[src/mme_pkg.sv]
// Package for the matrix multiply engine: field widths, operation and
// register codes, reset values and the pipeline tag type. No dependencies.
package mme_pkg;

    localparam int MAX_DIM_DEF = 16;

    localparam int VAL_W  = 16;
    localparam int PROD_W = 32;
    localparam int COL_W  = 4;
    localparam int CFG_W  = 5;
    localparam int IDX_W  = 2;

    localparam logic [CFG_W-1:0] DIM_RESET = 5'd16;

    localparam logic OP_LOAD_B = 1'b0;
    localparam logic OP_ROW_A  = 1'b1;

    localparam logic [IDX_W-1:0] REG_INNER_SIZE = 2'd0;
    localparam logic [IDX_W-1:0] REG_OUT_COLS   = 2'd1;
    localparam logic [IDX_W-1:0] REG_LEFT_ROWS  = 2'd2;

    typedef struct packed {
        logic valid;
        logic first;
        logic last;
        logic last_col;
        logic final_row;
    } t_tag;

endpackage

[src/mme_if.sv]
// Channel interfaces of the matrix multiply engine: input items, result
// items and configuration writes. Depends on mme_pkg.
interface mme_in_if;
    logic                              valid;
    logic                              ready;
    logic                              operation;
    logic signed [mme_pkg::VAL_W-1:0]  value;
    modport source (output valid, operation, value, input ready);
    modport sink   (input valid, operation, value, output ready);
endinterface

interface mme_out_if;
    logic                              valid;
    logic                              ready;
    logic signed [mme_pkg::PROD_W-1:0] product;
    logic        [mme_pkg::COL_W-1:0]  column;
    logic                              last;
    logic                              final_row;
    logic                              saturated;
    modport source (output valid, product, column, last, final_row, saturated, input ready);
    modport sink   (input valid, product, column, last, final_row, saturated, output ready);
endinterface

interface mme_cfg_if;
    logic                              valid;
    logic                              ready;
    logic [mme_pkg::IDX_W-1:0]         index;
    logic [mme_pkg::CFG_W-1:0]         data;
    modport source (output valid, index, data, input ready);
    modport sink   (input valid, index, data, output ready);
endinterface

[src/mme_seq.sv]
// Sequencer: configuration registers, load/fill/row counters and the
// issue loop over columns and inner terms. Depends on mme_pkg, mme_if.
module mme_seq #(
    parameter int MAX_DIM = mme_pkg::MAX_DIM_DEF
) (
    input  logic                             i_clk,
    input  logic                             i_rst_n,
    mme_in_if.sink                           i_in,
    mme_cfg_if.sink                          i_cfg,
    input  logic                             i_pipe_en,
    output logic                             o_w_we,
    output logic [$clog2(MAX_DIM*MAX_DIM)-1:0] o_w_waddr,
    output logic                             o_x_we,
    output logic [$clog2(MAX_DIM)-1:0]       o_x_waddr,
    output logic signed [mme_pkg::VAL_W-1:0] o_wdata,
    output mme_pkg::t_tag                    o_tag,
    output logic [$clog2(MAX_DIM*MAX_DIM)-1:0] o_w_raddr,
    output logic [$clog2(MAX_DIM)-1:0]       o_x_raddr,
    output logic [$clog2(MAX_DIM)-1:0]       o_col
);
    localparam int IW = $clog2(MAX_DIM);
    localparam int AW = $clog2(MAX_DIM * MAX_DIM);
    localparam int DW = $clog2(MAX_DIM + 1);
    localparam int TW = 2 * DW;

    localparam logic S_IDLE = 1'b0;
    localparam logic S_RUN  = 1'b1;

    function automatic logic [DW-1:0] f_dim(input logic [mme_pkg::CFG_W-1:0] rv);
        if (rv == '0) begin
            return DW'(1);
        end else if (32'(rv) > MAX_DIM) begin
            return DW'(MAX_DIM);
        end else begin
            return DW'(rv);
        end
    endfunction

    logic                       r_state;
    logic [mme_pkg::CFG_W-1:0]  r_inner_size, r_out_cols, r_left_rows;
    logic [AW-1:0]              r_load_pos;
    logic [IW-1:0]              r_fill_pos;
    logic [IW-1:0]              r_rows_done;
    logic                       r_final;
    logic [IW-1:0]              r_k, r_j;
    logic [AW-1:0]              r_addr;

    logic [DW-1:0] n_in, n_out, n_rows;
    logic [TW-1:0] total, load_inc;
    logic [DW-1:0] fill_inc, rows_inc, k_inc, j_inc;
    logic          in_fire, cfg_fire, cfg_hit;
    logic          row_done, k_end, j_end;

    assign n_in   = f_dim(r_inner_size);
    assign n_out  = f_dim(r_out_cols);
    assign n_rows = f_dim(r_left_rows);

    assign total    = TW'(n_in) * TW'(n_out);
    assign load_inc = TW'(r_load_pos) + TW'(1);
    assign fill_inc = DW'(r_fill_pos) + DW'(1);
    assign rows_inc = DW'(r_rows_done) + DW'(1);
    assign k_inc    = DW'(r_k) + DW'(1);
    assign j_inc    = DW'(r_j) + DW'(1);
    assign row_done = fill_inc >= n_in;
    assign k_end    = k_inc >= n_in;
    assign j_end    = j_inc >= n_out;

    assign i_in.ready  = (r_state == S_IDLE);
    assign i_cfg.ready = 1'b1;
    assign in_fire     = i_in.valid && i_in.ready;
    assign cfg_fire    = i_cfg.valid && i_cfg.ready;
    assign cfg_hit     = (i_cfg.index == mme_pkg::REG_INNER_SIZE)
                      || (i_cfg.index == mme_pkg::REG_OUT_COLS)
                      || (i_cfg.index == mme_pkg::REG_LEFT_ROWS);

    assign o_w_we    = in_fire && (i_in.operation == mme_pkg::OP_LOAD_B);
    assign o_x_we    = in_fire && (i_in.operation == mme_pkg::OP_ROW_A);
    assign o_w_waddr = r_load_pos;
    assign o_x_waddr = r_fill_pos;
    assign o_wdata   = i_in.value;

    assign o_tag.valid     = (r_state == S_RUN);
    assign o_tag.first     = (r_k == '0);
    assign o_tag.last      = k_end;
    assign o_tag.last_col  = j_end;
    assign o_tag.final_row = r_final;
    assign o_w_raddr       = r_addr;
    assign o_x_raddr       = r_k;
    assign o_col           = r_j;

    always_ff @(posedge i_clk) begin
        if (!i_rst_n) begin
            r_state      <= S_IDLE;
            r_inner_size <= mme_pkg::DIM_RESET;
            r_out_cols   <= mme_pkg::DIM_RESET;
            r_left_rows  <= mme_pkg::DIM_RESET;
            r_load_pos   <= '0;
            r_fill_pos   <= '0;
            r_rows_done  <= '0;
            r_final      <= 1'b0;
            r_k          <= '0;
            r_j          <= '0;
            r_addr       <= '0;
        end else begin
            if (cfg_fire && cfg_hit) begin
                unique case (i_cfg.index)
                    mme_pkg::REG_INNER_SIZE: r_inner_size <= i_cfg.data;
                    mme_pkg::REG_OUT_COLS:   r_out_cols   <= i_cfg.data;
                    default:                 r_left_rows  <= i_cfg.data;
                endcase
                r_load_pos  <= '0;
                r_fill_pos  <= '0;
                r_rows_done <= '0;
            end else if (in_fire) begin
                if (i_in.operation == mme_pkg::OP_LOAD_B) begin
                    r_load_pos <= (load_inc >= total) ? '0 : r_load_pos + AW'(1);
                end else if (!row_done) begin
                    r_fill_pos <= r_fill_pos + IW'(1);
                end else begin
                    r_fill_pos  <= '0;
                    r_final     <= (rows_inc >= n_rows);
                    r_rows_done <= (rows_inc >= n_rows) ? '0 : r_rows_done + IW'(1);
                    r_state     <= S_RUN;
                    r_k         <= '0;
                    r_j         <= '0;
                    r_addr      <= '0;
                end
            end else if ((r_state == S_RUN) && i_pipe_en) begin
                if (!k_end) begin
                    r_k    <= r_k + IW'(1);
                    r_addr <= r_addr + AW'(n_out);
                end else begin
                    r_k    <= '0;
                    r_addr <= AW'(r_j) + AW'(1);
                    r_j    <= r_j + IW'(1);
                    if (j_end) begin
                        r_state <= S_IDLE;
                    end
                end
            end
        end
    end

endmodule

[src/mme_mac.sv]
// Datapath: weight and row memories, shared multiplier, accumulator with
// Q16.16 saturation and the result register. Depends on mme_pkg, mme_if.
module mme_mac #(
    parameter int MAX_DIM = mme_pkg::MAX_DIM_DEF
) (
    input  logic                             i_clk,
    input  logic                             i_rst_n,
    input  logic                             i_w_we,
    input  logic [$clog2(MAX_DIM*MAX_DIM)-1:0] i_w_waddr,
    input  logic                             i_x_we,
    input  logic [$clog2(MAX_DIM)-1:0]       i_x_waddr,
    input  logic signed [mme_pkg::VAL_W-1:0] i_wdata,
    input  mme_pkg::t_tag                    i_tag,
    input  logic [$clog2(MAX_DIM*MAX_DIM)-1:0] i_w_raddr,
    input  logic [$clog2(MAX_DIM)-1:0]       i_x_raddr,
    input  logic [$clog2(MAX_DIM)-1:0]       i_col,
    output logic                             o_pipe_en,
    mme_out_if.source                        o_out
);
    localparam int IW    = $clog2(MAX_DIM);
    localparam int DEPTH = MAX_DIM * MAX_DIM;
    localparam int ACC_W = 33 + $clog2(MAX_DIM);
    localparam int PW    = mme_pkg::PROD_W;

    localparam logic signed [ACC_W-1:0] SAT_HI = {{(ACC_W-PW+1){1'b0}}, {(PW-1){1'b1}}};
    localparam logic signed [ACC_W-1:0] SAT_LO = {{(ACC_W-PW+1){1'b1}}, {(PW-1){1'b0}}};

    logic signed [mme_pkg::VAL_W-1:0] r_wmem [DEPTH];
    logic signed [mme_pkg::VAL_W-1:0] r_xmem [MAX_DIM];

    logic signed [mme_pkg::VAL_W-1:0] r_w, r_x;
    logic signed [PW-1:0]             r_prod;
    logic signed [ACC_W-1:0]          r_acc;
    mme_pkg::t_tag                    r_t1, r_t2;
    logic [IW-1:0]                    r_col1, r_col2;

    logic                             r_ovalid;
    logic signed [PW-1:0]             r_oprod;
    logic [mme_pkg::COL_W-1:0]        r_ocol;
    logic                             r_olast, r_ofinal, r_osat;

    logic signed [ACC_W-1:0]          sum;
    logic                             sat_hi, sat_lo, emit;
    logic [IW+mme_pkg::COL_W-1:0]     col_ext;

    assign o_pipe_en = !(r_t2.valid && r_t2.last && r_ovalid && !o_out.ready);
    assign emit      = o_pipe_en && r_t2.valid && r_t2.last;
    assign sum       = (r_t2.first ? '0 : r_acc) + ACC_W'(r_prod);
    assign sat_hi    = sum > SAT_HI;
    assign sat_lo    = sum < SAT_LO;
    assign col_ext   = (IW + mme_pkg::COL_W)'(r_col2);

    always_ff @(posedge i_clk) begin
        if (i_w_we) begin
            r_wmem[i_w_waddr] <= i_wdata;
        end
        if (i_x_we) begin
            r_xmem[i_x_waddr] <= i_wdata;
        end
        if (o_pipe_en) begin
            r_w    <= r_wmem[i_w_raddr];
            r_x    <= r_xmem[i_x_raddr];
            r_col1 <= i_col;
            r_prod <= r_x * r_w;
            r_col2 <= r_col1;
            if (r_t2.valid && !r_t2.last) begin
                r_acc <= sum;
            end
        end
        if (emit) begin
            r_oprod  <= sat_hi ? SAT_HI[PW-1:0] : sat_lo ? SAT_LO[PW-1:0] : sum[PW-1:0];
            r_osat   <= sat_hi || sat_lo;
            r_ocol   <= col_ext[mme_pkg::COL_W-1:0];
            r_olast  <= r_t2.last_col;
            r_ofinal <= r_t2.final_row;
        end
    end

    always_ff @(posedge i_clk) begin
        if (!i_rst_n) begin
            r_t1     <= '0;
            r_t2     <= '0;
            r_ovalid <= 1'b0;
        end else begin
            if (o_pipe_en) begin
                r_t1 <= i_tag;
                r_t2 <= r_t1;
            end
            if (emit) begin
                r_ovalid <= 1'b1;
            end else if (o_out.ready) begin
                r_ovalid <= 1'b0;
            end
        end
    end

    assign o_out.valid     = r_ovalid;
    assign o_out.product   = r_oprod;
    assign o_out.column    = r_ocol;
    assign o_out.last      = r_olast;
    assign o_out.final_row = r_ofinal;
    assign o_out.saturated = r_osat;

endmodule

[src/matrix_multiply_engine.sv]
// Top level of the matrix multiply engine: sequencer and MAC datapath.
// Depends on mme_pkg, mme_if, mme_seq, mme_mac.
//
// Usage: write inner_size, out_cols and left_rows on i_cfg while idle; each
// write restarts the B load, row fill and row count. Then send B elements
// (operation 0) in row-major order, then rows of A (operation 1) on i_in.
// When an A element completes a row, the block emits out_cols items on
// o_out, one per column in ascending order, last marking the row's end and
// final_row set on every item of the last row of the product.
// Flow: B loads and A elements are accepted whenever the block is idle.
// The row-ending element keeps i_in not ready until the single shared
// multiply-accumulate unit has made one pass per term for the whole row;
// each result goes through the operand and product registers, adds to the
// accumulator and is held in the result register.
// Reset: configuration returns to 16/16/16 and all counters to zero; the
// memories keep their contents and are valid only once written.
// Stall: the result register holds while o_out.ready is low; when the next
// result is due the MAC pipeline freezes and no item is lost.
module matrix_multiply_engine #(
    parameter int MAX_DIM = mme_pkg::MAX_DIM_DEF
) (
    input  logic      i_clk,
    input  logic      i_rst_n,
    mme_in_if.sink    i_in,
    mme_cfg_if.sink   i_cfg,
    mme_out_if.source o_out
);
    localparam int IW = $clog2(MAX_DIM);
    localparam int AW = $clog2(MAX_DIM * MAX_DIM);

    logic                             pipe_en;
    logic                             w_we, x_we;
    logic [AW-1:0]                    w_waddr, w_raddr;
    logic [IW-1:0]                    x_waddr, x_raddr, col;
    logic signed [mme_pkg::VAL_W-1:0] wdata;
    mme_pkg::t_tag                    tag;

    mme_seq #(.MAX_DIM(MAX_DIM)) u_seq (
        .i_clk     (i_clk),
        .i_rst_n   (i_rst_n),
        .i_in      (i_in),
        .i_cfg     (i_cfg),
        .i_pipe_en (pipe_en),
        .o_w_we    (w_we),
        .o_w_waddr (w_waddr),
        .o_x_we    (x_we),
        .o_x_waddr (x_waddr),
        .o_wdata   (wdata),
        .o_tag     (tag),
        .o_w_raddr (w_raddr),
        .o_x_raddr (x_raddr),
        .o_col     (col)
    );

    mme_mac #(.MAX_DIM(MAX_DIM)) u_mac (
        .i_clk     (i_clk),
        .i_rst_n   (i_rst_n),
        .i_w_we    (w_we),
        .i_w_waddr (w_waddr),
        .i_x_we    (x_we),
        .i_x_waddr (x_waddr),
        .i_wdata   (wdata),
        .i_tag     (tag),
        .i_w_raddr (w_raddr),
        .i_x_raddr (x_raddr),
        .i_col     (col),
        .o_pipe_en (pipe_en),
        .o_out     (o_out)
    );

endmodule

[src/flat_wrapper.sv]
// flat-port wrapper written by rule: the top's interface ports become plain ports
module matrix_multiply_engine_flat 
#(
    parameter int MAX_DIM = mme_pkg::MAX_DIM_DEF
)
  (i_clk, i_rst_n, i_in_valid, i_in_operation, i_in_value, i_in_ready, i_cfg_valid, i_cfg_index, i_cfg_data, i_cfg_ready, o_out_valid, o_out_product, o_out_column, o_out_last, o_out_final_row, o_out_saturated, o_out_ready);
  mme_in_if i_in_i ();
  mme_cfg_if i_cfg_i ();
  mme_out_if o_out_i ();
  input  logic i_clk;
  input  logic i_rst_n;
  input wire logic [$bits(i_in_i.valid)-1:0] i_in_valid;
  input wire logic [$bits(i_in_i.operation)-1:0] i_in_operation;
  input wire logic [$bits(i_in_i.value)-1:0] i_in_value;
  output wire logic [$bits(i_in_i.ready)-1:0] i_in_ready;
  input wire logic [$bits(i_cfg_i.valid)-1:0] i_cfg_valid;
  input wire logic [$bits(i_cfg_i.index)-1:0] i_cfg_index;
  input wire logic [$bits(i_cfg_i.data)-1:0] i_cfg_data;
  output wire logic [$bits(i_cfg_i.ready)-1:0] i_cfg_ready;
  output wire logic [$bits(o_out_i.valid)-1:0] o_out_valid;
  output wire logic [$bits(o_out_i.product)-1:0] o_out_product;
  output wire logic [$bits(o_out_i.column)-1:0] o_out_column;
  output wire logic [$bits(o_out_i.last)-1:0] o_out_last;
  output wire logic [$bits(o_out_i.final_row)-1:0] o_out_final_row;
  output wire logic [$bits(o_out_i.saturated)-1:0] o_out_saturated;
  input wire logic [$bits(o_out_i.ready)-1:0] o_out_ready;
  assign i_in_i.valid = i_in_valid;
  assign i_in_i.operation = i_in_operation;
  assign i_in_i.value = i_in_value;
  assign i_in_ready = i_in_i.ready;
  assign i_cfg_i.valid = i_cfg_valid;
  assign i_cfg_i.index = i_cfg_index;
  assign i_cfg_i.data = i_cfg_data;
  assign i_cfg_ready = i_cfg_i.ready;
  assign o_out_valid = o_out_i.valid;
  assign o_out_product = o_out_i.product;
  assign o_out_column = o_out_i.column;
  assign o_out_last = o_out_i.last;
  assign o_out_final_row = o_out_i.final_row;
  assign o_out_saturated = o_out_i.saturated;
  assign o_out_i.ready = o_out_ready;
  matrix_multiply_engine #(.MAX_DIM(MAX_DIM)) u_core (.i_clk(i_clk), .i_rst_n(i_rst_n), .i_in(i_in_i), .i_cfg(i_cfg_i), .o_out(o_out_i));
endmodule
[config.mk]
export PLATFORM = sky130hd
export DESIGN_NAME = matrix_multiply_engine_flat
export DESIGN_NICKNAME = d
export VERILOG_FILES = /design/src/mme_pkg.sv /design/src/mme_if.sv /design/src/mme_seq.sv /design/src/mme_mac.sv /design/src/matrix_multiply_engine.sv /design/src/flat_wrapper.sv
export SDC_FILE = /design/constraint.sdc
export NUM_CORES = 2
export LEC_CHECK = 0
export BUFFER_PORTS_ARGS = -buffer_cell sky130_fd_sc_hd__buf_2
export CORE_MARGIN = 4
export CORE_UTILIZATION = 57
export CTS_BUF_LIST = sky130_fd_sc_hd__clkbuf_4 sky130_fd_sc_hd__clkbuf_8 sky130_fd_sc_hd__clkbuf_16
export CTS_CLUSTER_SIZE = 30
export DETAILED_ROUTE_END_ITERATION = 12
export PLACE_DENSITY = 0.76
export SETUP_SLACK_MARGIN = 0.02
export SYNTH_ARGS = -nofsm -noshare
export SYNTH_HDL_FRONTEND = slang
export SYNTH_MEMORY_MAX_BITS = 65536
export SYNTH_SLANG_ARGS = --single-unit
[constraint.sdc]
create_clock -name i_clk -period 6.56 [get_ports i_clk]
set_clock_uncertainty 0.1 [all_clocks]
set_input_delay 1.312 -clock i_clk [delete_from_list [all_inputs] [get_ports i_clk]]
set_output_delay 1.312 -clock i_clk [all_outputs]
set_load 0.05 [all_outputs]
==> out/metrics.yaml <==
run:
  maxCapViolCount: 0
synth:
  syn_nets: 9043
  synth_warnings: 0
  async_flop_share_pct: 0
  yosys.area_share.simple_pct: 2.30
  synthAdderAreaFrac_pct: 4.14
  synth.ff_latch_count: 4560
  synth_compound_area_share_pct: 1.09
  synth_area_per_cell_um2: 21.8
  syn-cell-area_um2: 187000
  synth_xor_area_share_pct: 0.459
  yosysUniqueCellTypes: 61
  synth_flop_cell: "edfxtp_1"
  seq_area_frac_synth_pct: 73.0
  synth-edff-count: 4500
  synth_top_family_by_area: "multiplexers"
  syn_inst: 8559
  synthMuxAreaShare_pct: 17.4
pwr:
  power_frac_comb_pct: 20.2
  total_power_uw: 72300
  p_switching_uw: 19000
  internal_power_uw: 53200
  p_leak_uw: 0.0667
  p_sw_share_pct: 26.3
  pwr-share-seq_pct: 45.7
  clkPwrFrac_pct: 34.2
  ir_worst_vdd_mv: 0.976
  power_density_nw_per_um2: 345
setup_path:
  worstPathRequired_ns: 7.15
  path_class: "flip-flop to flip-flop"
  regToRegSetupSlack_ns: 0.17
  r2r_start: "u_core.u_mac.r_x[7]"
  cp_data_arrival_time_ns: 6.97
  r2r_cells: 21
  start_kind: "flip-flop"
  cp_max_fo: 16
  reg2reg_to: "u_core.u_mac.r_prod[24]"
  setup.worst_path.end_class: "flip-flop"
timing:
  worstMarginPinSlew_ns: 1.33
  fmax_mhz: 157
  final-setup-viol-count: 0
  period_share_pct: 97.4
  layout_setup_ws_ns: 0.173
  relSlewSlack_pct: 11.5
  slew_violations: 0
  hold_violations: 0
  rsz0062_at_grt: "true"
  fin_crit_ns: 6.39
  whs_ns: 0.320
detailed_routing:
  drt_iter0_drc: 12900
  drc: 0
  viasPerCell: 6.64
  dr.pass1.iters: 5
  antenna_left: 0
  detail_route.wl_per_cell_um: 33.8
  route.vias.total: 91800
  finalWirelength_um: 468000
die:
  placementRows: 209
  die_x_um: 581
  die-area_um2: 337000
  ioPinCount: 71
  start_util_pct: 57.4
  fp.dieH_um: 581
  core-area_um2: 325000
global_route:
  grt_overflow: 0
  grt_pass1_vias: 94300
  antenna_found_initial: 29
  grt_max_degree: 213
  track_usage_pct: 27.9
  grt_pass1_wl_um: 681000
clock_network:
  htree_levels: 5
  clk_latency_ns: 1.00
  cts_hold_buf: 0
  cts_tree: "done"
  cts.sinks: 4560
  clockRootBuffer: "clkbuf_16"
  cts_buffers: 433
  cts_buffer_depth: 4
  clk_pin_slew_ns: 0.06
layout:
  fin_cells: 13800
  layout_common_cells: "4500 x edfxtp_1, 1440 x mux4_2, 447 x buf_4"
  nFillCells: 20400
  fin_nets: 9635
  layout_commonest_cell: "edfxtp_1"
  area_delta_synth_final_pct: 12.2
  drive_gt1_share_pct: 29.0
hold_path:
  holdPathStages: 0
  min_path_type: "flip-flop to flip-flop"
  whs_endpoint: "u_core.u_mac.r_col2[3]"
  hold_start: "u_core.u_mac.r_col1[3]"
placement:
  io_buffers: 69
  pre_cts_slack_ns: -0.0814
  dp.cells: 13000
  gp_congestion: 0.893
  post-dp-hpwl_um: 266000
outcome:
  status: "complete, no violations"
-- stage by stage --
stage          cell area, µm²  TNS (ns)  util (%)
2_1_floorplan          187000         0         -
3_3_place_gp           195000         0      60.1
3_5_place_dp           195000   -0.0900      60.1
4_1_cts                209000         0      64.4
5_1_grt                210000   -0.0433      64.5
6_report               210000         0      64.5
-- worst max-delay path, cell delays in order, from the launching register on --
cell and delay [ns]:
edfxtp_1 0.42, buf_12 0.18, and2_1 0.18, fa_1 0.53, inv_1 0.05, fa_1 0.50, fa_1 0.44, fa_1 0.54
inv_1 0.05, fa_1 0.45, fa_1 0.54, ha_4 0.21, a21o_1 0.16, a21o_1 0.18, a21oi_1 0.18, o31ai_2 0.12
a221o_1 0.43, a2111oi_2 0.34, buf_4 0.18, o31ai_1 0.07, a21oi_1 0.18, xnor2_1 0.08
-- cell families after synthesis --
family,after synthesis
other cells,1
simple gates,931
flops,4560
mux,1457
fa+ha+maj,455
xor+xnor,97
compound gates,297
buf+inv,761
-- synth_stat cells (60+ instances only) --
| cell type | number | area, µm² |
|---|---|---|
| dfxtp_1 | 60 | 1200 |
| nand2_1 | 237 | 890 |
| nor2b_1 | 68 | 425 |
| xnor2_1 | 67 | 587 |
| mux4_2 | 1440 | 32400 |
| buf_2 | 79 | 395 |
| inv_1 | 342 | 1280 |
| clkbuf_1 | 288 | 1080 |
| ha_1 | 182 | 2280 |
| edfxtp_1 | 4500 | 135000 |
| fa_1 | 273 | 5470 |
| and2_1 | 148 | 926 |
| nor2_1 | 351 | 1320 |
| a21oi_1 | 83 | 415 |
-- state kept, by name, summed over array words and instances, names as in the netlist, 16 cells and up --
register,cells
u_core.u_mac.r_wmem,4096
u_core.u_mac.r_xmem,256
u_core.u_mac.r_acc,37
u_core.u_mac.o_out.product,32
u_core.u_mac.r_prod,32
u_core.u_mac.r_w,16
u_core.u_mac.r_x,16
-- timing repair --
item | CTS | global route
setup endpoints to repair | 2 | 8
resized for setup | 2 | 24
cloned | 0 | 1
pin swaps | 0 | 15
buffers inserted | 0 | 30
-- power by group through the flow --
stage	clock network [µW]	logic, µW	registers (µW)
finish	24700	14600	33000
global route	26300	16400	33000
CTS	24900	14200	33000
detailed placement	0	14000	33600
global placement	0	13800	33600
floorplan	0	9990	33600
-- worst max path at each step --
stage / startpoint / to / slack, ns
floorplan: u_core.u_mac.r_x[15] / u_core.u_mac.r_prod[30] / 0.16
detailed placement: u_core.u_mac.r_w[1] / u_core.u_mac.r_prod[31] / -0.08
finish: u_core.u_mac.r_x[7] / u_core.u_mac.r_prod[24] / 0.17
CTS: u_core.u_mac.r_w[1] / u_core.u_mac.r_prod[30] / 0.03
global route: u_core.u_mac.r_x[7] / u_core.u_mac.r_prod[24] / -0.04
global placement: u_core.u_mac.r_x[7] / u_core.u_mac.r_prod[24] / 0.06
-- layout make-up --
class	count	area [µm²]	area share (%)
timing repair inverter	1	5.00	0.00239
clock inverter	256	2310	1.10
sequential	4560	136000	65.0
clock buffer	524	11600	5.54
tap	4325	5410	2.58
timing repair buffer	575	5020	2.40
antenna	14	35.0	0.0167
inverter	342	1290	0.615
multi-input combinational	3238	47700	22.7
-- per-layer routing --
layer,GRT usage [%],wire (µm)
met5,0,154
met4,10.9,20800
met3,5.95,48400
met2,44.9,231000
met1,38.0,167000
(Power assumes the default switching activity.)
